==> config.mk <==
export PLATFORM = sky130hd
export DESIGN_NAME = atrp_fifo
export DESIGN_NICKNAME = d
export VERILOG_FILES = /design/src/rtl/core/atrp_pkg.sv /design/src/rtl/core/atrp_fifo.sv
export SDC_FILE = /design/constraint.sdc
export NUM_CORES = 1
export LEC_CHECK = 0
export ABC_AREA = 1
export BUFFER_PORTS_ARGS = -buffer_cell sky130_fd_sc_hd__buf_2
export CORE_MARGIN = 2
export CORE_UTILIZATION = 52
export CTS_CLUSTER_DIAMETER = 50
export DETAILED_ROUTE_END_ITERATION = 8
export PLACE_DENSITY = 0.9
export SLEW_MARGIN = 20
export SYNTH_ARGS = -nofsm -noshare
export SYNTH_HDL_FRONTEND = slang
export SYNTH_SLANG_ARGS = --single-unit
==> constraint.sdc <==
create_clock -name clk_i -period 6.76 [get_ports clk_i]
set_input_delay 1.014 -clock clk_i [delete_from_list [all_inputs] [get_ports clk_i]]
set_output_delay 1.014 -clock clk_i [all_outputs]
set_load 0.01 [all_outputs]
==> src/rtl/core/atrp_pkg.sv <==
`timescale 1ns / 1ps
// ----------------------------------------------------------------------------
// atrp_pkg - shared types and constants of the tilt angle unit
// Widths of the scaled axes, the square-root and rotation datapaths, the
// record that passes from the front end to the angle pipelines, and the
// arctangent table in degrees with 16 fraction bits.
// ----------------------------------------------------------------------------
package atrp_pkg;

  localparam int unsigned WordW     = 16;
  localparam int unsigned AxisW     = 12;
  localparam int unsigned SumW      = 24;
  localparam int unsigned RootW     = 28;
  localparam int unsigned RemW      = 30;
  localparam int unsigned FracW     = 16;
  localparam int unsigned CxW       = 31;
  localparam int unsigned AccW      = 25;
  localparam int unsigned AtanW     = 22;
  localparam int unsigned DegW      = 8;
  localparam int unsigned TabLen    = 24;
  localparam int unsigned FifoDepth = 2;

  localparam logic [DegW-2:0] DegMax = 7'd90;

  typedef struct packed {
    logic neg;    // numerator is negative
    logic nzero;  // numerator is zero
    logic dzero;  // denominator is zero
  } atrp_angctl_t;

  typedef struct packed {
    logic [AxisW-1:0] mag;  // numerator magnitude
    logic [SumW-1:0]  sum;  // sum of squares under the root
    atrp_angctl_t     ctl;
  } atrp_ang_t;

  typedef struct packed {
    logic signed [AxisW-1:0] x;
    logic signed [AxisW-1:0] y;
    logic signed [AxisW-1:0] z;
    atrp_ang_t               roll;
    atrp_ang_t               pitch;
  } atrp_item_t;

  // atan(2^-i) in degrees, 16 fraction bits
  function automatic logic [AtanW-1:0] atrp_atan(input logic [4:0] idx);
    logic [AtanW-1:0] v;
    unique case (idx)
      5'd0:    v = 22'd2949120;
      5'd1:    v = 22'd1740967;
      5'd2:    v = 22'd919879;
      5'd3:    v = 22'd466945;
      5'd4:    v = 22'd234379;
      5'd5:    v = 22'd117304;
      5'd6:    v = 22'd58666;
      5'd7:    v = 22'd29335;
      5'd8:    v = 22'd14668;
      5'd9:    v = 22'd7334;
      5'd10:   v = 22'd3667;
      5'd11:   v = 22'd1833;
      5'd12:   v = 22'd917;
      5'd13:   v = 22'd458;
      5'd14:   v = 22'd229;
      5'd15:   v = 22'd115;
      5'd16:   v = 22'd57;
      5'd17:   v = 22'd29;
      5'd18:   v = 22'd14;
      5'd19:   v = 22'd7;
      5'd20:   v = 22'd4;
      5'd21:   v = 22'd2;
      5'd22:   v = 22'd1;
      default: v = 22'd0;
    endcase
    return v;
  endfunction

endpackage

==> src/rtl/core/atrp_fifo.sv <==
`timescale 1ns / 1ps
// ----------------------------------------------------------------------------
// atrp_fifo - short queue between front end and angle pipelines
// Two-entry register queue; lets either side stall on its own.
// ----------------------------------------------------------------------------
module atrp_fifo (
  input  logic                 clk_i,
  input  logic                 rst_ni,
  input  logic                 in_valid_i,
  output logic                 in_ready_o,
  input  atrp_pkg::atrp_item_t in_item_i,
  output logic                 out_valid_o,
  input  logic                 out_ready_i,
  output atrp_pkg::atrp_item_t out_item_o
);

  localparam int unsigned Depth = atrp_pkg::FifoDepth;
  localparam int unsigned PtrW  = $clog2(Depth);
  localparam int unsigned CntW  = $clog2(Depth + 1);

  atrp_pkg::atrp_item_t mem [Depth];
  logic [PtrW-1:0] wr_ptr_q, rd_ptr_q;
  logic [CntW-1:0] cnt_q;
  logic            push, pop;

  assign in_ready_o  = (cnt_q != CntW'(Depth));
  assign out_valid_o = (cnt_q != '0);
  assign push        = in_valid_i && in_ready_o;
  assign pop         = out_valid_o && out_ready_i;
  assign out_item_o  = mem[rd_ptr_q];

  always_ff @(posedge clk_i or negedge rst_ni) begin
    if (!rst_ni) begin
      wr_ptr_q <= '0;
      rd_ptr_q <= '0;
      cnt_q    <= '0;
    end else begin
      if (push) wr_ptr_q <= (wr_ptr_q == PtrW'(Depth - 1)) ? '0 : wr_ptr_q + 1'b1;
      if (pop)  rd_ptr_q <= (rd_ptr_q == PtrW'(Depth - 1)) ? '0 : rd_ptr_q + 1'b1;
      if (push && !pop)      cnt_q <= cnt_q + 1'b1;
      else if (pop && !push) cnt_q <= cnt_q - 1'b1;
    end
  end

  always_ff @(posedge clk_i) begin
    if (push) mem[wr_ptr_q] <= in_item_i;
  end

  a_cnt_bound: assert property (@(posedge clk_i) disable iff (!rst_ni)
    cnt_q <= CntW'(Depth)) else $error("queue count overflow");

  a_cnt_push: assert property (@(posedge clk_i) disable iff (!rst_ni)
    (push && !pop) |=> cnt_q == CntW'($past(cnt_q) + 1'b1))
    else $error("queue count did not advance on request");

endmodule

After elaboration in Yosys (flattened, before gate mapping). Memories as Yosys holds them, arrays and structs flattened. Cells that the tools add are included.

Add/subtract/negate cells: 4. Eq/ne operators: 1. Muxes and demuxes: 6. Reduce and logical (&&, ||, !) cells: 8.

Operators with widths (count): $logic_and 1x1->1 (4); $mux 1 (4); $mux 2 (2); $reduce_bool 2->1 (2); $add 1x1->1 const B (2); $add 2x1->2 const B (1); $logic_not 1->1 (2); $ne 2x2->1 const B (1); $sub 2x1->2 const B (1).

Flip-flop bits (word level): 4. Bits in writable memories: 228. Bits of input ports: 118. Output and inout bits: 116. Word-level logic and storage cells: 23. Memories kept: 1.

Memory list: mem (words 2, width 114, rd ports 1, clocked after Yosys merged registers in 0, write ports 1, RTL line atrp_fifo.sv:21) `atrp_pkg::atrp_item_t mem [Depth];`.

Logic depth before layout (Yosys ltp).
Depth after elaboration: 6. Depth in mapped cells: 10. Mapped depth without buffers: 10.

Least setup slack after synthesis. OpenSTA, ideal clock, no wires.

Path type: input-to-reg. Start point: input port in_valid_i. End point: memory mem[0][0] (netlist bit) (enable). Data arrival time: 5.864 ns. Required time: 6.172 ns. Setup slack: 0.307 ns. Stages: 2. Path buffers: 0. Path through: nand2_1 -> nor2_1.

Longest elaborated chain between the ends: 3.

Ends and longest elaborated chain: from (decl) (RTL line atrp_fifo.sv:9) `input logic in_valid_i,`; $logic_and 1x1->1 (RTL line atrp_fifo.sv:28) `assign push = in_valid_i && in_ready_o;`; $mux 1 (RTL line atrp_fifo.sv:46) `if (push) mem[wr_ptr_q] <= in_item_i;`; $mux 1 (implied by the code) (RTL line atrp_fifo.sv:46); to (decl) (RTL line atrp_fifo.sv:21).

No other way between the ends.

==> summary.txt <==
Setup path
  • Crit. End Element: output port
  • R2r endpoint: mem[0][5]
  • Reg2reg path depth: 5
  • Reg2Reg Setup Slack: 4.41 ns
  • WS Path Type: reg -> out
  • Critical path arrival: 2.43 ns
  • Crit Reg-Reg Startpoint: cnt_q[0]
  • CP max FO: 78
  • Startpoint types: register
  • Req. time, crit path: 5.75 ns

Min path
  • Worst hold path class: in -> async

CTS
  • Root buffer cell: clkbuf_16
  • CTS Sinks: 232
  • # resized after CTS: 0
  • CTS tree: built
  • Total CTS buffers: 24
  • Skew-Pair Late Insertion Delay: 0.50 ns
  • CTS max path bufs: 3
  • Clk slew on worst S/H paths: 0.06 ns
  • H-Tree Depth: 1
  • Hold_buf cts: 0
  • Setup Fix Bufs, Post-CTS: 0

Timing
  • Worst-margin pin slew: 0.928 ns
  • Setup Viol. Count Final: 0
  • Fmax: 290 MHz
  • Worst hold slack: 0.330 ns
  • Clock skew: 0.00987 ns
  • Period utilization: 50.9%
  • TNS Setup: 0 ns
  • RSZ-0062 raised after global routing: no
  • Final worst path period need: 3.44 ns
  • Max transition margin: 38.2%
  • Final Max Slew Viols: 0
  • Hold Vio Cnt, Final: 0

GRT
  • Largest net degree at the start of global routing: 116
  • GRT overflow: 0
  • GRT Overall Usage: 19.5%
  • First-pass GRT wire length: 27100 um
  • Vias in the first global route: 5661
  • Initial antenna violation count: 1

Pwr
  • Clk pwr share: 25.5%
  • Maximum vdd ir drop: 0.356 mV
  • Reg power frac: 44.4%
  • LEAKAGE: 4.57 nW
  • Pwr Total: 4.69 mW
  • Total internal power: 3.10 mW
  • Combinational share of power: 30.2%
  • Net load switching power: 1.59 mW
  • PD cells: 444 nW/um^2
  • Sw frac: 33.9%

Layout
  • Most frequent cells in the layout: 352 x nand2_1, 233 x buf_2, 228 x edfxtp_1, 25 x clkbuf_16, 6 x inv_1
  • Final nets: 982
  • Non-Filler Instances: 1095
  • Filler Cell Count: 1130
  • P&R area growth vs syn: 24.0%
  • Share of cells above drive strength 1: 31.4%
  • Antenna cell count: 0
  • Most common cell after layout, fill and taps aside: nand2_1
  • Design area: 10600 sq um

Routing
  • Via count: 5437
  • Via-to-Cell Ratio: 4.97
  • # DRC: 0
  • 1st-iter DRT viols: 369
  • Mean routed wirelength per cell: 15.8 um
  • Final wirelength: 17300 um
  • DRT antenna net count: 0
  • DRT Pass-1 Iters: 4

Die
  • I/O pins: 234
  • Initial Utilization: 53.5%
  • Core area: 15900 sq um
  • DIE AREA: 17400 sq um
  • Die W: 132 um
  • Die height: 132 um
  • Num rows: 46

Place
  • Post-DP HPWL: 11100 um
  • IO Port Bufs: 233
  • Dpl cell area: 9840 sq um
  • Placer Congestion: 0.803
  • Dpl cells: 1053

Yosys
  • Synth Area in Simple Gates: 15.8%
  • Synth Area per Inst: 13.7 sq um
  • Net Count, Synth: 743
  • Post-synthesis compound-gate area fraction: 0%
  • Flops & latches, synth: 232
  • Mux cell area share after synthesis: 0%
  • Syn Inst Count: 624
  • Area contributors post-synth: edfxtp_1 80%, nand2_1 15%, dfrtp_1 1.2%, buf_2 0.94%, buf_6 0.92%
  • Post-synthesis sequential area ratio: 81.5%
  • Largest family of logic cells by synthesized area: simple AND/OR/NAND/NOR gates
  • Post-synthesis adder-cell area fraction: 0.147%
  • Yosys top cell area share: 80.3%
  • Synth Cell Area: 8520 sq um
  • Synth cell types: 14
  • Post-synth top area cell: edfxtp_1
  • Xor and xnor area share after synthesis: 0.205%
  • YS warnings: 0

Status
  • Status: completed

Flow run
  • Max Cap Violations: 0
## critical path: stages (launching register included)
cell and delay (ns):
dfrtp_4 0.72, buf_4 0.70, nand2_1 0.19, nand2_1 0.11
buf_2 0.13
## through the flow
stage	util, %	setup WS (ns)
floorplan	-	0.307
global placement	61.7	3.78
detailed placement	61.7	3.71
CTS	66.3	3.18
global route	66.3	3.19
finish	66.3	3.32
## cells in the mapped netlist
master and number:
ha_1 1, xor2_1 1, nand2_1 352, inv_1 6
xnor2_1 1, nand4_1 1, dfrtp_1 4, edfxtp_1 228
nand3_1 2, inv_4 1, nor2_1 2, buf_4 2
buf_6 7, buf_2 16
## kinds of logic (layout without fill, tap and decap cells)
family,count (synthesis),after routing
xor+xnor,2,2
simple gates,357,357
buf+inv,32,287
fa+ha+maj,1,1
flops,232,232
## flip-flops by register name (all words and copies together) (netlist names)
signal,count
wr_ptr_q,1
cnt_q,2
mem,228
rd_ptr_q,1
## per-layer routing
| metal | global-route usage [%] | vias up | wire length [um] |
|---|---|---|---|
| met4 | 9.78 | 2 | 723 |
| li1 | - | 2581 | - |
| met1 | 23.5 | 2571 | 6590 |
| met5 | 0 | - | 13 |
| met3 | 4.50 | 62 | 1200 |
| met2 | 33.2 | 221 | 8750 |
## how the worst max path moves through the flow
stage	from	endpoint	slack, ns
after global placement	rd_ptr_q	out_item_o[84]	3.78
after global routing	rd_ptr_q	out_item_o[113]	3.19
after CTS	rd_ptr_q	out_item_o[78]	3.18
after floorplan	in_valid_i	mem[0][0]	0.31
after detailed placement	rd_ptr_q	out_item_o[2]	3.71
final	rd_ptr_q	out_item_o[76]	3.32
## power by group through the flow
stage / clock (mW) / sequential, mW / combinational (mW)
after detailed placement: 0 / 2.11 / 1.43
after floorplan: 0 / 2.11 / 0.905
after global placement: 0 / 2.10 / 1.39
after global routing: 1.27 / 2.11 / 1.57
after CTS: 1.22 / 2.08 / 1.43
final: 1.19 / 2.08 / 1.42
## final cells by class
type / instances / area (sq um) / area share [%]
clock inverters: 13 / 85.1 / 0.805
clock buffers: 29 / 641 / 6.06
multi-input cells: 360 / 1390 / 13.1
inverters: 7 / 31.3 / 0.296
repair buffers: 238 / 1200 / 11.4
flip-flops and latches: 232 / 6950 / 65.7
well taps: 216 / 270 / 2.56
Power figures use the tool's default switching activity.
