## src/rtl/core/atrp_pkg.sv

```systemverilog
`timescale 1ns / 1ps
// ----------------------------------------------------------------------------
// atrp_pkg - shared types and constants of the tilt angle unit
// Widths of the scaled axes, the square-root and rotation datapaths, the
// record that passes from the front end to the angle pipelines, and the
// arctangent table in degrees with 16 fraction bits.
// ----------------------------------------------------------------------------
package atrp_pkg;

  localparam int unsigned WordW     = 16;
  localparam int unsigned AxisW     = 12;
  localparam int unsigned SumW      = 24;
  localparam int unsigned RootW     = 28;
  localparam int unsigned RemW      = 30;
  localparam int unsigned FracW     = 16;
  localparam int unsigned CxW       = 31;
  localparam int unsigned AccW      = 25;
  localparam int unsigned AtanW     = 22;
  localparam int unsigned DegW      = 8;
  localparam int unsigned TabLen    = 24;
  localparam int unsigned FifoDepth = 2;

  localparam logic [DegW-2:0] DegMax = 7'd90;

  typedef struct packed {
    logic neg;    // numerator is negative
    logic nzero;  // numerator is zero
    logic dzero;  // denominator is zero
  } atrp_angctl_t;

  typedef struct packed {
    logic [AxisW-1:0] mag;  // numerator magnitude
    logic [SumW-1:0]  sum;  // sum of squares under the root
    atrp_angctl_t     ctl;
  } atrp_ang_t;

  typedef struct packed {
    logic signed [AxisW-1:0] x;
    logic signed [AxisW-1:0] y;
    logic signed [AxisW-1:0] z;
    atrp_ang_t               roll;
    atrp_ang_t               pitch;
  } atrp_item_t;

  // atan(2^-i) in degrees, 16 fraction bits
  function automatic logic [AtanW-1:0] atrp_atan(input logic [4:0] idx);
    logic [AtanW-1:0] v;
    unique case (idx)
      5'd0:    v = 22'd2949120;
      5'd1:    v = 22'd1740967;
      5'd2:    v = 22'd919879;
      5'd3:    v = 22'd466945;
      5'd4:    v = 22'd234379;
      5'd5:    v = 22'd117304;
      5'd6:    v = 22'd58666;
      5'd7:    v = 22'd29335;
      5'd8:    v = 22'd14668;
      5'd9:    v = 22'd7334;
      5'd10:   v = 22'd3667;
      5'd11:   v = 22'd1833;
      5'd12:   v = 22'd917;
      5'd13:   v = 22'd458;
      5'd14:   v = 22'd229;
      5'd15:   v = 22'd115;
      5'd16:   v = 22'd57;
      5'd17:   v = 22'd29;
      5'd18:   v = 22'd14;
      5'd19:   v = 22'd7;
      5'd20:   v = 22'd4;
      5'd21:   v = 22'd2;
      5'd22:   v = 22'd1;
      default: v = 22'd0;
    endcase
    return v;
  endfunction

endpackage

```

## src/rtl/core/atrp_front.sv

```systemverilog
`timescale 1ns / 1ps
// ----------------------------------------------------------------------------
// atrp_front - sample intake and classification
// Scales the raw axis words toward zero by 16, then forms the magnitudes,
// the sums of squares and the zero/sign flags of both angles.
// ----------------------------------------------------------------------------
module atrp_front (
  input  logic                          clk_i,
  input  logic                          rst_ni,
  input  logic                          in_valid_i,
  output logic                          in_ready_o,
  input  logic [atrp_pkg::WordW-1:0]    x_word_i,
  input  logic [atrp_pkg::WordW-1:0]    y_word_i,
  input  logic [atrp_pkg::WordW-1:0]    z_word_i,
  output logic                          out_valid_o,
  input  logic                          out_ready_i,
  output atrp_pkg::atrp_item_t          out_item_o
);

  localparam int unsigned AxisW = atrp_pkg::AxisW;
  localparam int unsigned WordW = atrp_pkg::WordW;

  logic                     v1_q, v2_q;
  logic                     en1, en2;
  logic signed [AxisW-1:0]  x1_q, y1_q, z1_q;
  logic signed [AxisW-1:0]  xs, ys, zs;
  logic [AxisW-1:0]         mx, my, mz;
  logic [2*AxisW-1:0]       sqx, sqy, sqz;
  logic [atrp_pkg::SumW-1:0] sum_roll, sum_pitch;
  atrp_pkg::atrp_item_t     item_d, item_q;

  function automatic logic signed [AxisW-1:0] scale16(input logic [WordW-1:0] w);
    logic signed [WordW:0] ws;
    ws = $signed({w[WordW-1], w}) + (w[WordW-1] ? 17'sd15 : 17'sd0);
    return ws[WordW-1:4];
  endfunction

  assign xs = scale16(x_word_i);
  assign ys = scale16(y_word_i);
  assign zs = scale16(z_word_i);

  assign en2        = !v2_q || out_ready_i;
  assign en1        = !v1_q || en2;
  assign in_ready_o = en1;

  assign mx = x1_q[AxisW-1] ? AxisW'(-x1_q) : x1_q;
  assign my = y1_q[AxisW-1] ? AxisW'(-y1_q) : y1_q;
  assign mz = z1_q[AxisW-1] ? AxisW'(-z1_q) : z1_q;

  assign sqx = mx * mx;
  assign sqy = my * my;
  assign sqz = mz * mz;

  assign sum_roll  = sqx + sqz;
  assign sum_pitch = sqy + sqz;

  always_comb begin
    item_d                 = '0;
    item_d.x               = x1_q;
    item_d.y               = y1_q;
    item_d.z               = z1_q;
    item_d.roll.mag        = my;
    item_d.roll.sum        = sum_roll;
    item_d.roll.ctl.neg    = y1_q[AxisW-1];
    item_d.roll.ctl.nzero  = (y1_q == '0);
    item_d.roll.ctl.dzero  = (sum_roll == '0);
    // pitch uses -x as its numerator
    item_d.pitch.mag       = mx;
    item_d.pitch.sum       = sum_pitch;
    item_d.pitch.ctl.neg   = !x1_q[AxisW-1] && (x1_q != '0);
    item_d.pitch.ctl.nzero = (x1_q == '0);
    item_d.pitch.ctl.dzero = (sum_pitch == '0);
  end

  always_ff @(posedge clk_i or negedge rst_ni) begin
    if (!rst_ni) begin
      v1_q <= 1'b0;
      v2_q <= 1'b0;
    end else begin
      if (en1) v1_q <= in_valid_i;
      if (en2) v2_q <= v1_q;
    end
  end

  always_ff @(posedge clk_i) begin
    if (en1 && in_valid_i) begin
      x1_q <= xs;
      y1_q <= ys;
      z1_q <= zs;
    end
    if (en2 && v1_q) item_q <= item_d;
  end

  assign out_valid_o = v2_q;
  assign out_item_o  = item_q;

endmodule

```

## config.mk

```make
export PLATFORM = sky130hd
export DESIGN_NAME = atrp_front
export DESIGN_NICKNAME = d
export VERILOG_FILES = /design/src/rtl/core/atrp_pkg.sv /design/src/rtl/core/atrp_front.sv
export SDC_FILE = /design/constraint.sdc
export NUM_CORES = 1
export LEC_CHECK = 0
export BUFFER_PORTS_ARGS = -buffer_cell sky130_fd_sc_hd__buf_4
export CAP_MARGIN = 30
export CORE_UTILIZATION = 62
export DETAILED_ROUTE_END_ITERATION = 8
export PLACE_DENSITY_LB_ADDON = 0.08
export SLEW_MARGIN = 20
export SYNTH_ARGS = -nofsm -noshare
export SYNTH_HDL_FRONTEND = slang
export SYNTH_SLANG_ARGS = --single-unit
```

## constraint.sdc

```tcl
create_clock -name clk_i -period 13 [get_ports clk_i]
set_input_delay 0.65 -clock clk_i [delete_from_list [all_inputs] [get_ports clk_i]]
set_output_delay 0.65 -clock clk_i [all_outputs]
set_load 0.005 [all_outputs]
```

# Yosys cells after proc, flatten, opt, wreduce, memory -nomap -nowiden
# Cells that the tools add are included.
# Widths: inputs -> output; s select.
[op_classes]
addsub = 8
n_mul = 3
mux = 6
n_reduce_logical = 13
[op_table]
columns = ["operator", "count"]
rows = [
  ["$mul 12x12->24", 3],
  ["$add 16x5->16", 3],
  ["$add 24x24->24", 2],
  ["$logic_not 24->1", 2],
  ["$mux 12", 3],
  ["$neg 12->12", 3],
  ["$logic_not 12->1", 2],
  ["$mux 4", 3],
  ["$reduce_bool 12->1", 1],
  ["$logic_and 1x1->1", 3],
  ["$logic_not 1->1", 3],
  ["$logic_or 1x1->1", 2],
]
[word_totals]
ff_bits = 152
in_bits = 52
elab_cells = 48

# Longest topological paths before layout
# Gate-level depths: netlist of run 1.
[depth]
ltp_word = 5
mapped_depth = 40
ltp_nobuf = 39

# Least setup slack after synthesis of run 1
# Ideal clock, no wire load.
[synth_timing]
kind = "reg-to-reg"
startpoint = "reg z1_q[0]"
endpoint = "reg item_q (netlist bit out_item_o[39]), data pin"
setup_time_ns = 0.190
arrival_time_ns = 9.715
required_ns = 12.810
path_slack_ns = 3.095
path_stages_with_launch = 35
path_buffers = 1
synth_period_minus_slack_ns = 9.905
cell_sequence = "edfxtp_1 > inv_1 > ha_1 > nand2b_1 > o41ai_1 > xor2_1 > clkbuf_1 > nor2_1 > fa_1 > fa_1 > inv_1 > fa_1 > inv_1 > fa_1 > inv_1 > fa_1 > inv_1 > ha_1 > a31oi_1 > o21ai_0 > xnor2_1 > fa_1 > fa_1 > fa_1 > fa_1 > inv_1 > ha_1 > a21oi_2 > nand2_1 > a31oi_1 > a31oi_1 > xor2_1 > or4_1 > or4b_1 > a2111oi_2"
[synth_rtl]
columns = ["item", "line_no", "text"]
rows = [
  ["start, declared", "atrp_front.sv:25", "logic signed [AxisW-1:0] x1_q, y1_q, z1_q;"],
  ["start signal, assigned", "atrp_front.sv:89", "z1_q <= zs;"],
  ["end signal, assigned", "atrp_front.sv:91", "if (en2 && v1_q) item_q <= item_d;"],
  ["end, declared", "atrp_front.sv:30", "atrp_pkg::atrp_item_t item_d, item_q;"],
]

==> metrics.yaml, run 1 <==
outcome: "finished, final reports clean"
cp_slowest_cell: "fa_1"
drtAntennaViolNets: 0
cpPeakStageDelay_ns: 0.57
cts_setup_buffers: 0
drt_first_pass_iters: 5
synthesis.area_um2: 18150
reg2reg_depth: 38
async_flop_share_pct: 1.342
via_per_inst: 5.415
yosysWarnings: 0
period_needed_ns: 10.98
track_usage_pct: 28.12
finalCritPeriodShare_pct: 84.44
clk_pin_slew_ns: 0.07
final_cell_mix: "inv_1 (415), fa_1 (278), buf_4 (185)"
die_width_um: 173.1
grt_pass1_vias: 13390
grt_setup_unrepaired: "false"
gr-usage-met3_pct: 5.563
critPathLaunchType: "register"
antenna_found_initial: 1
final_common_cell: "inv_1"
reg2reg_from: "z1_q[0]"
drive_above_1_share_pct: 12.05
grt_start_max_net_pins: 60
initial_core_util_pct: 63.08
ys_seq_area_share_pct: 24.59
top_usage_layer: "met2"
hp-class: "in2reg"
cts_max_path_buffers: 2
relSlewSlack_pct: 29.71
overflow: 0
cp_data_required_time_ns: 13.26
drt-total-wl_um: 39810
grt_pass1_wl_um: 65340
rows: 62
io_pins: 168
min-delay-start: "in_valid_i"
cts_made_buffers: 17
rrSetupSlack_ns: 2.02
place_congestion: 0.9276
crit_arrival_ns: 11.24
tns_ns: 0
ys_ff_latch: 149
timing.rr.end: "out_item_o[39]"
syn2layout_area_growth_pct: 13.38
use_met1_pct: 36.15
clock_latency_ns: 0.45
synth_edf_count: 147
end_kind: "register"
post-place-ws_ns: 2.112
fmax_ghz: 0.09110
min_path_cells: 2
cts_tree: "done"
h-tree-depth: 4
clock_sinks: 149
globalRouteMet2Util_pct: 46.35
cts-root-buf: "clkbuf_16"
drc: 0
drtIter0Drc: 793
path_max_fanout: 13
hold_end: "v1_q"
synthFlopType: "edfxtp_1"
max_slew.worst_pin.slew_ns: 1.048
hold_viol_final: 0
fillerInstances: 2131
io_buffers: 167
final_nets: 2467
wl_per_cell_um: 16.87
cts_resized: 0
num_vias: 12780
coreArea_um2: 28780
finClkSkew_ns: 0.008632
fin_ws_ns: 2.023
crit_type: "reg2reg"
dieArea_um2: 29970
dieHeight_um: 173.1
setup_viol: 0
final_max_slew_viol_count: 0
drv_cap: 0
ys_types: 69
postSynthCellCount: 1767
syn_area_per_cell_um2: 10.27
hpwl_um: 32950
==> sequential cells by signal (all words and copies together) (netlist names) <==
signal       count
out_item_o     111
x1_q            12
y1_q            12
z1_q            12
out_valid_o      1
v1_q             1
==> metal layers <==
metal | vias up | wire length (µm)
met1 | 6274 | 16270
li1 | 6005 | -
met2 | 411 | 19220
met4 | 0 | 1559
met3 | 89 | 2758
met5 | - | 0
==> cells by family (layout without fill, tap and decap cells) <==
logic type	after synthesis	count (layout)	synth area share [%]
DFF	149	149	24.59
AOI/OAI and AO/OA	168	168	6.520
buffers and inverters	448	637	9.325
adders and majority gates	452	452	42.65
muxes	1	1	0.06202
other	2	22	0.04137
xor gates and xnor gates	119	119	5.817
and+or+nand+nor	428	428	11.00
==> worst max-delay path, delay by kind of cell (launching register included) <==
kind	cells	cell delay, ns
simple gates	7	1.71
xor+xnor	2	0.46
flops	1	0.54
fa+ha+maj	12	5.41
compound gates	7	1.60
buf+inv	10	1.05
==> repair_timing <==
item,CTS,global route
setup endpoints to repair,0,0
hold buffers,1,0
hold endpoints to repair,2,0
==> stage by stage <==
| step | instances | util [%] | hold slack, ns | cell area [µm²] |
|---|---|---|---|---|
| after floorplan | 1786 | - | 0.3544 | 18230 |
| after global placement | 2327 | 69.43 | 0.4335 | 19980 |
| after detailed placement | 2327 | 69.43 | 0.4346 | 19980 |
| after CTS | 2359 | 71.52 | 0.3825 | 20580 |
| after global routing | 2359 | 71.52 | 0.4016 | 20580 |
| final | 2360 | 71.52 | 0.3991 | 20580 |
==> synthesized netlist by cell type (all sizes together) (19+ instances only) <==
| cell | count | area, µm² |
|---|---|---|
| edfxtp | 147 | 4414 |
| a21oi | 39 | 198.9 |
| clkbuf | 25 | 93.84 |
| nand3 | 19 | 95.09 |
| o21ai | 22 | 110.1 |
| xor2 | 51 | 446.7 |
| nor3 | 30 | 150.1 |
| inv | 417 | 1565 |
| ha | 174 | 2177 |
| nor2 | 167 | 626.9 |
| xnor2 | 67 | 586.8 |
| fa | 278 | 5565 |
| nand2 | 103 | 386.6 |
==> final cells by class <==
type | count | area [µm²] | share of cell area, %
Antenna cell | 1 | 2.502 | 0.01216
Tap cell | 384 | 480.5 | 2.334
Timing Repair Buffer | 186 | 1399 | 6.796
Clock buffer | 17 | 425.4 | 2.067
Inverter | 420 | 1577 | 7.659
Clock inverter | 14 | 165.2 | 0.8023
Sequential cell | 149 | 4464 | 21.69
Multi-Input combinational cell | 1189 | 12070 | 58.64
==> worst max path at each step <==
stage	slack (ns)	depth (start not counted)	startpoint	endpoint
floorplan	3.10	34	z1_q[0]	out_item_o[39]
global placement	2.45	36	z1_q[0]	out_item_o[39]
detailed placement	2.11	36	z1_q[0]	out_item_o[39]
CTS	2.02	36	z1_q[0]	out_item_o[39]
global route	1.32	35	z1_q[0]	out_item_o[0]
finish	2.02	38	z1_q[0]	out_item_o[39]
Power of run 1 is left out: the tool's default activity adds up to more than one toggle a clock period on the data nets, which glitch-free logic cannot reach.
==> run 2, diff against run 1 <==
CORE_UTILIZATION = 56   (was 62)
clock period = 9.56 ns   (was 13 ns; I/O delays follow)
==> run 2 against run 1 <==
Net effect: the run now ends with setup timing left; non-clock buffer count is 242 higher; fmax is 11% higher; die area is 11% higher; cell count is 11% higher; sequential share of layout area is 2.5 points lower; highest routed layer unchanged; register-to-register slack worse by 2.3 ns.
==> metrics.yaml, run 2 (same netlist as run 1, synthesis figures left out) <==
clk_pin_slew_ns: 0.07  # about the same
h-tree-depth: 4  # unchanged
drtIter0Drc: 723  # was 793
drive_above_1_share_pct: 27.46  # was 12.05%
hpwl_um: 34170  # was 32950 µm
track_usage_pct: 27.44  # was 28.12%
finClkSkew_ns: 0.008747  # was 0.008632 ns
num_vias: 13820  # was 12780
drtAntennaViolNets: 0  # unchanged
reg2reg_depth: 33  # was 38
critPathLaunchType: "register"  # unchanged
path_max_fanout: 5  # was 13
final_common_cell: "buf_4"  # was inv_1
fillerInstances: 2349  # was 2131
path_common_cell: "fa_1"
fmax_ghz: 0.1015  # was 0.09110 GHz
grt_pass1_wl_um: 70510  # was 65340 µm
dieArea_um2: 33140  # was 29970 µm²
drv_cap: 0  # unchanged
regArea_um2: 4464  # unchanged
cpPeakStageDelay_ns: 0.60  # was 0.57 ns
drt-total-wl_um: 44150  # was 39810 µm
dieHeight_um: 182.1  # was 173.1 µm
placed_area_um2: 21590  # was 19980 µm²
cts_tree: "done"  # unchanged
cp_data_required_time_ns: 9.83  # was 13.26 ns
cp.depth: 33  # was 38
finalCritPeriodShare_pct: 103.0  # was 84.44%
min_path_cells: 2  # unchanged
cp_slowest_cell: "or4_4"  # was fa_1
drc: 0  # unchanged
overflow: 0  # unchanged
place_congestion: 0.8896  # was 0.9276
drt_first_pass_iters: 5  # unchanged
crit_type: "reg2reg"  # unchanged
initial_core_util_pct: 57.24  # was 63.08%
io_buffers: 167  # unchanged
grt_setup_unrepaired: "true"  # was false
largest_reg_flops: 111  # unchanged
setup_viol: 4  # was 0
grt_pass1_vias: 14530  # was 13390
max_slew.worst_pin.slew_ns: 1.106  # was 1.048 ns
hp-class: "in2reg"  # unchanged
cts_made_buffers: 17  # unchanged
final_max_slew_viol_count: 0  # unchanged
cts-root-buf: "clkbuf_16"  # unchanged
diodes: 0  # was 1
grt_start_max_net_pins: 60  # unchanged
die_width_um: 182.1  # was 173.1 µm
clock_sinks: 149  # unchanged
multi_input_area_um2: 12910  # was 12070 µm²
rows: 65  # was 62
wl_per_cell_um: 16.85  # was 16.87 µm
clock_latency_ns: 0.45  # about the same
critPathTopFamily: "adder cells"  # unchanged
critPathBufInv: 7  # was 10
final_area_um2: 23260  # was 20580 µm²
via_per_inst: 5.275  # was 5.415
crit_arrival_ns: 10.12  # was 11.24 ns
fin_ws_ns: -0.2898  # was 2.023 ns
relSlewSlack_pct: 26.02  # was 29.71%
coreArea_um2: 31720  # was 28780 µm²
io_pins: 168  # unchanged
syn2layout_area_growth_pct: 28.11  # was 13.38%
antenna_found_initial: 0  # was 1
hold_viol_final: 0  # unchanged
end_kind: "register"  # unchanged
tns_ns: -0.6387  # was 0 ns
outcome: "finished, violations left"  # was finished, final reports clean
cts_max_path_buffers: 2  # unchanged
failed_checks: "setup timing"
final_cell_mix: "buf_4 (422), inv_1 (401), fa_1 (273)"  # was inv_1 (415), fa_1 (278), buf_4 (185)
final_nets: 2709  # was 2467
period_needed_ns: 9.850  # was 10.98 ns
run 2: path summary, 6_finish.rpt:
kind,startpoint,endpoint,slack [ns]
hold reg to reg,v1_q,out_valid_o,0.49
hold / removal,in_valid_i,v1_q,0.23
setup / recovery,z1_q[5],out_item_o[39],-0.29
min in group asynchronous,rst_ni,out_valid_o,0.34
setup reg to reg,z1_q[5],out_item_o[39],-0.29
max in group asynchronous,rst_ni,v1_q,9.12
run 2: area by class of cell:
type,instances,share of cell area [%]
timing repair buffer,428,13.94
tap,402,2.163
clock buffer,19,1.904
clock inverter,13,0.4895
multi-input combinational,1189,55.52
sequential,149,19.19
inverter,420,6.789
run 2: per-layer routing:
| metal | part of all wire, % | track usage [%] |
|---|---|---|
| met1 | 41 | 35.83 |
| met2 | 50 | 46.15 |
| met3 | 6.6 | 5.528 |
| met4 | 2.8 | 8.672 |
| met5 | 0 | 0 |
run 2: what timing repair did:
| action | 4_1_cts | 5_1_grt |
|---|---|---|
| pin swaps | 40 | 49 |
| buffers inserted | 28 | 18 |
| endpoints found under the hold margin | 2 | 0 |
| endpoints found under the setup margin | 7 | 14 |
| gates resized for setup | 77 | 77 |
| hold buffers | 1 | 0 |
run 2: metrics by stage:
stage	instances	utilization (%)	setup slack, ns	hold slack, ns
after CTS	2603	71.75	-0.2270	0.2003
final	2620	73.33	-0.2898	0.2251
after global routing	2620	73.33	-0.6438	0.2092
after global placement	2544	68.07	-0.3323	0.2623
after floorplan	1786	-	0.03872	0.1824
after detailed placement	2544	68.07	-0.4654	0.2675
Power of run 2 is left out for the same reason.
==> run 3, diff against run 2 <==
CORE_ASPECT_RATIO = 2   (was default)
==> run 3 against run 2 <==
Net effect: the flow still finishes with violations (setup timing); first-iteration DRC count down 19%; fmax up 2.0%; die area up 0.13%; register-to-register slack better by 0.19 ns; hold slack worse by 0.0091 ns; core utilization down 0.50 points; global-route usage up 1.4 points; wire length up 2.2%; sequential cell count unchanged; non-clock buffer count down 43; sequential share of layout area up 0.17 points; largest cell class unchanged.
==> metrics.yaml, run 3 (same netlist as run 1, synthesis figures left out) <==
wl_per_cell_um: 17.36  # was 16.85 µm
clock_latency_ns: 0.46  # was 0.45 ns
final_nets: 2666  # was 2709
rows: 92  # was 65
io_pins: 168  # unchanged
crit_type: "reg2reg"  # unchanged
drtAntennaViolNets: 0  # unchanged
via_per_inst: 5.270  # was 5.275
final_max_slew_viol_count: 0  # unchanged
failed_checks: "setup timing"  # unchanged
finalCritPeriodShare_pct: 101.0  # was 103.0%
cts_tree: "done"  # unchanged
critPathTopFamily: "adder cells"  # unchanged
clock_sinks: 149  # unchanged
drt_first_pass_iters: 5  # unchanged
fin_ws_ns: -0.09613  # was -0.2898 ns
cts-root-buf: "clkbuf_16"  # unchanged
grt_pass1_vias: 15310  # was 14530
hpwl_um: 37170  # was 34170 µm
dieArea_um2: 33190  # was 33140 µm²
grt_start_max_net_pins: 60  # unchanged
outcome: "finished, violations left"  # unchanged
cpPeakStageDelay_ns: 0.62  # was 0.60 ns
path_max_fanout: 5  # unchanged
num_vias: 13690  # was 13820
die_width_um: 129.3  # was 182.1 µm
final_util_pct: 72.83  # was 73.33%
clk_pin_slew_ns: 0.07  # about the same
grt_setup_unrepaired: "true"  # unchanged
drc: 0  # unchanged
drtIter0Drc: 587  # was 723
critPathBufInv: 6  # was 7
overflow: 0  # unchanged
cts_max_path_buffers: 2  # unchanged
drt-total-wl_um: 45100  # was 44150 µm
cp_slowest_cell: "or4_4"  # unchanged
end_kind: "register"  # unchanged
post-place-ws_ns: -0.4424  # was -0.4654 ns
largest_reg_flops: 111  # unchanged
cts_made_buffers: 17  # unchanged
antenna_found_initial: 0  # unchanged
path_common_cell: "fa_1"  # unchanged
fmax_ghz: 0.1036  # was 0.1015 GHz
max_slew.worst_pin.slew_ns: 0.9272  # was 1.106 ns
io_buffers: 167  # unchanged
place_congestion: 0.9153  # was 0.8896
dieHeight_um: 256.6  # was 182.1 µm
cp_data_required_time_ns: 9.83  # about the same
syn2layout_area_growth_pct: 26.98  # was 28.11%
final_common_cell: "inv_1"  # was buf_4
critPathLaunchType: "register"  # unchanged
crit_arrival_ns: 9.92  # was 10.12 ns
hp-class: "in2reg"  # unchanged
h-tree-depth: 4  # unchanged
relSlewSlack_pct: 38.19  # was 26.02%
track_usage_pct: 28.84  # was 27.44%
drv_cap: 0  # unchanged
final_cell_mix: "inv_1 (398), buf_4 (381), fa_1 (274)"  # was buf_4 (422), inv_1 (401), fa_1 (273)
coreArea_um2: 31660  # was 31720 µm²
period_needed_ns: 9.656  # was 9.850 ns
diodes: 0  # unchanged
grt_pass1_wl_um: 71860  # was 70510 µm
drive_above_1_share_pct: 26.21  # was 27.46%
setup_viol: 3  # was 4
finClkSkew_ns: 0.01047  # was 0.008747 ns
hold_viol_final: 0  # unchanged
initial_core_util_pct: 57.35  # was 57.24%
run 3: cell count changes in the layout (fill, tap and decap cells not counted), sizes merged:
cell and delta:
bufinv +2, clkbuf -1, buf -43, inv +2
clkinvlp -3
run 3: metrics by stage:
stage	setup TNS, ns	instance area (µm²)	hold WS (ns)	cells
final	-0.2027	23050	0.2161	2598
after global routing	-1.809	23050	0.1977	2598
after CTS	-0.01228	22500	0.1985	2589
after detailed placement	-1.556	21430	0.2636	2540
after global placement	-0.4094	21420	0.2607	2539
after floorplan	0	18330	0.1824	1786
run 3: metal layers:
layer	share of wire, %	wire length [µm]	GRT usage (%)	vias to the layer above
met5	0	0	0	-
met4	6.2	2774	17.32	0
met3	3.1	1393	3.338	140
met2	59	26480	57.36	342
met1	32	14450	26.72	6812
li1	-	-	-	6398
run 3: cell type report:
class	instances	area, µm²
Fill cell	2320	8602
Timing Repair Buffer	385	2904
Inverter	420	1577
Sequential cell	149	4464
Clock buffer	18	429.2
Multi-Input combinational cell	1189	12960
Clock inverter	14	185.2
Tap cell	423	529.3
run 3: final timing paths:
kind / startpoint / to / slack (ns) / cells after the start
worst max-delay path: z1_q[6] / out_item_o[39] / -0.1 / 31
worst min-delay path: in_valid_i / v1_q / 0.22 / 2
worst max register to register: z1_q[6] / out_item_o[39] / -0.1 / 31
worst min register to register: v1_q / out_valid_o / 0.51 / 1
max in group asynchronous: rst_ni / out_valid_o / 9.12 / 2
min in group asynchronous: rst_ni / v1_q / 0.35 / 2
run 3: repair_timing:
action	CTS	global route
setup endpoints to repair	9	10
resized for setup	70	91
pin swaps	52	58
buffers inserted	17	9
hold buffers	1	0
endpoints found under the hold margin	2	0
run 3: worst reg2reg max path, delay by kind of cell (launching register included):
family | cells | cell delay (ns)
adder cells (fa/ha/maj) | 11 | 4.87
AND/OR/NAND/NOR | 7 | 2.38
AO/OA/AOI/OAI | 5 | 1.04
XOR/XNOR | 2 | 0.49
flip-flops | 1 | 0.39
buffers and inverters | 6 | 0.31
Power of run 3 is left out for the same reason.
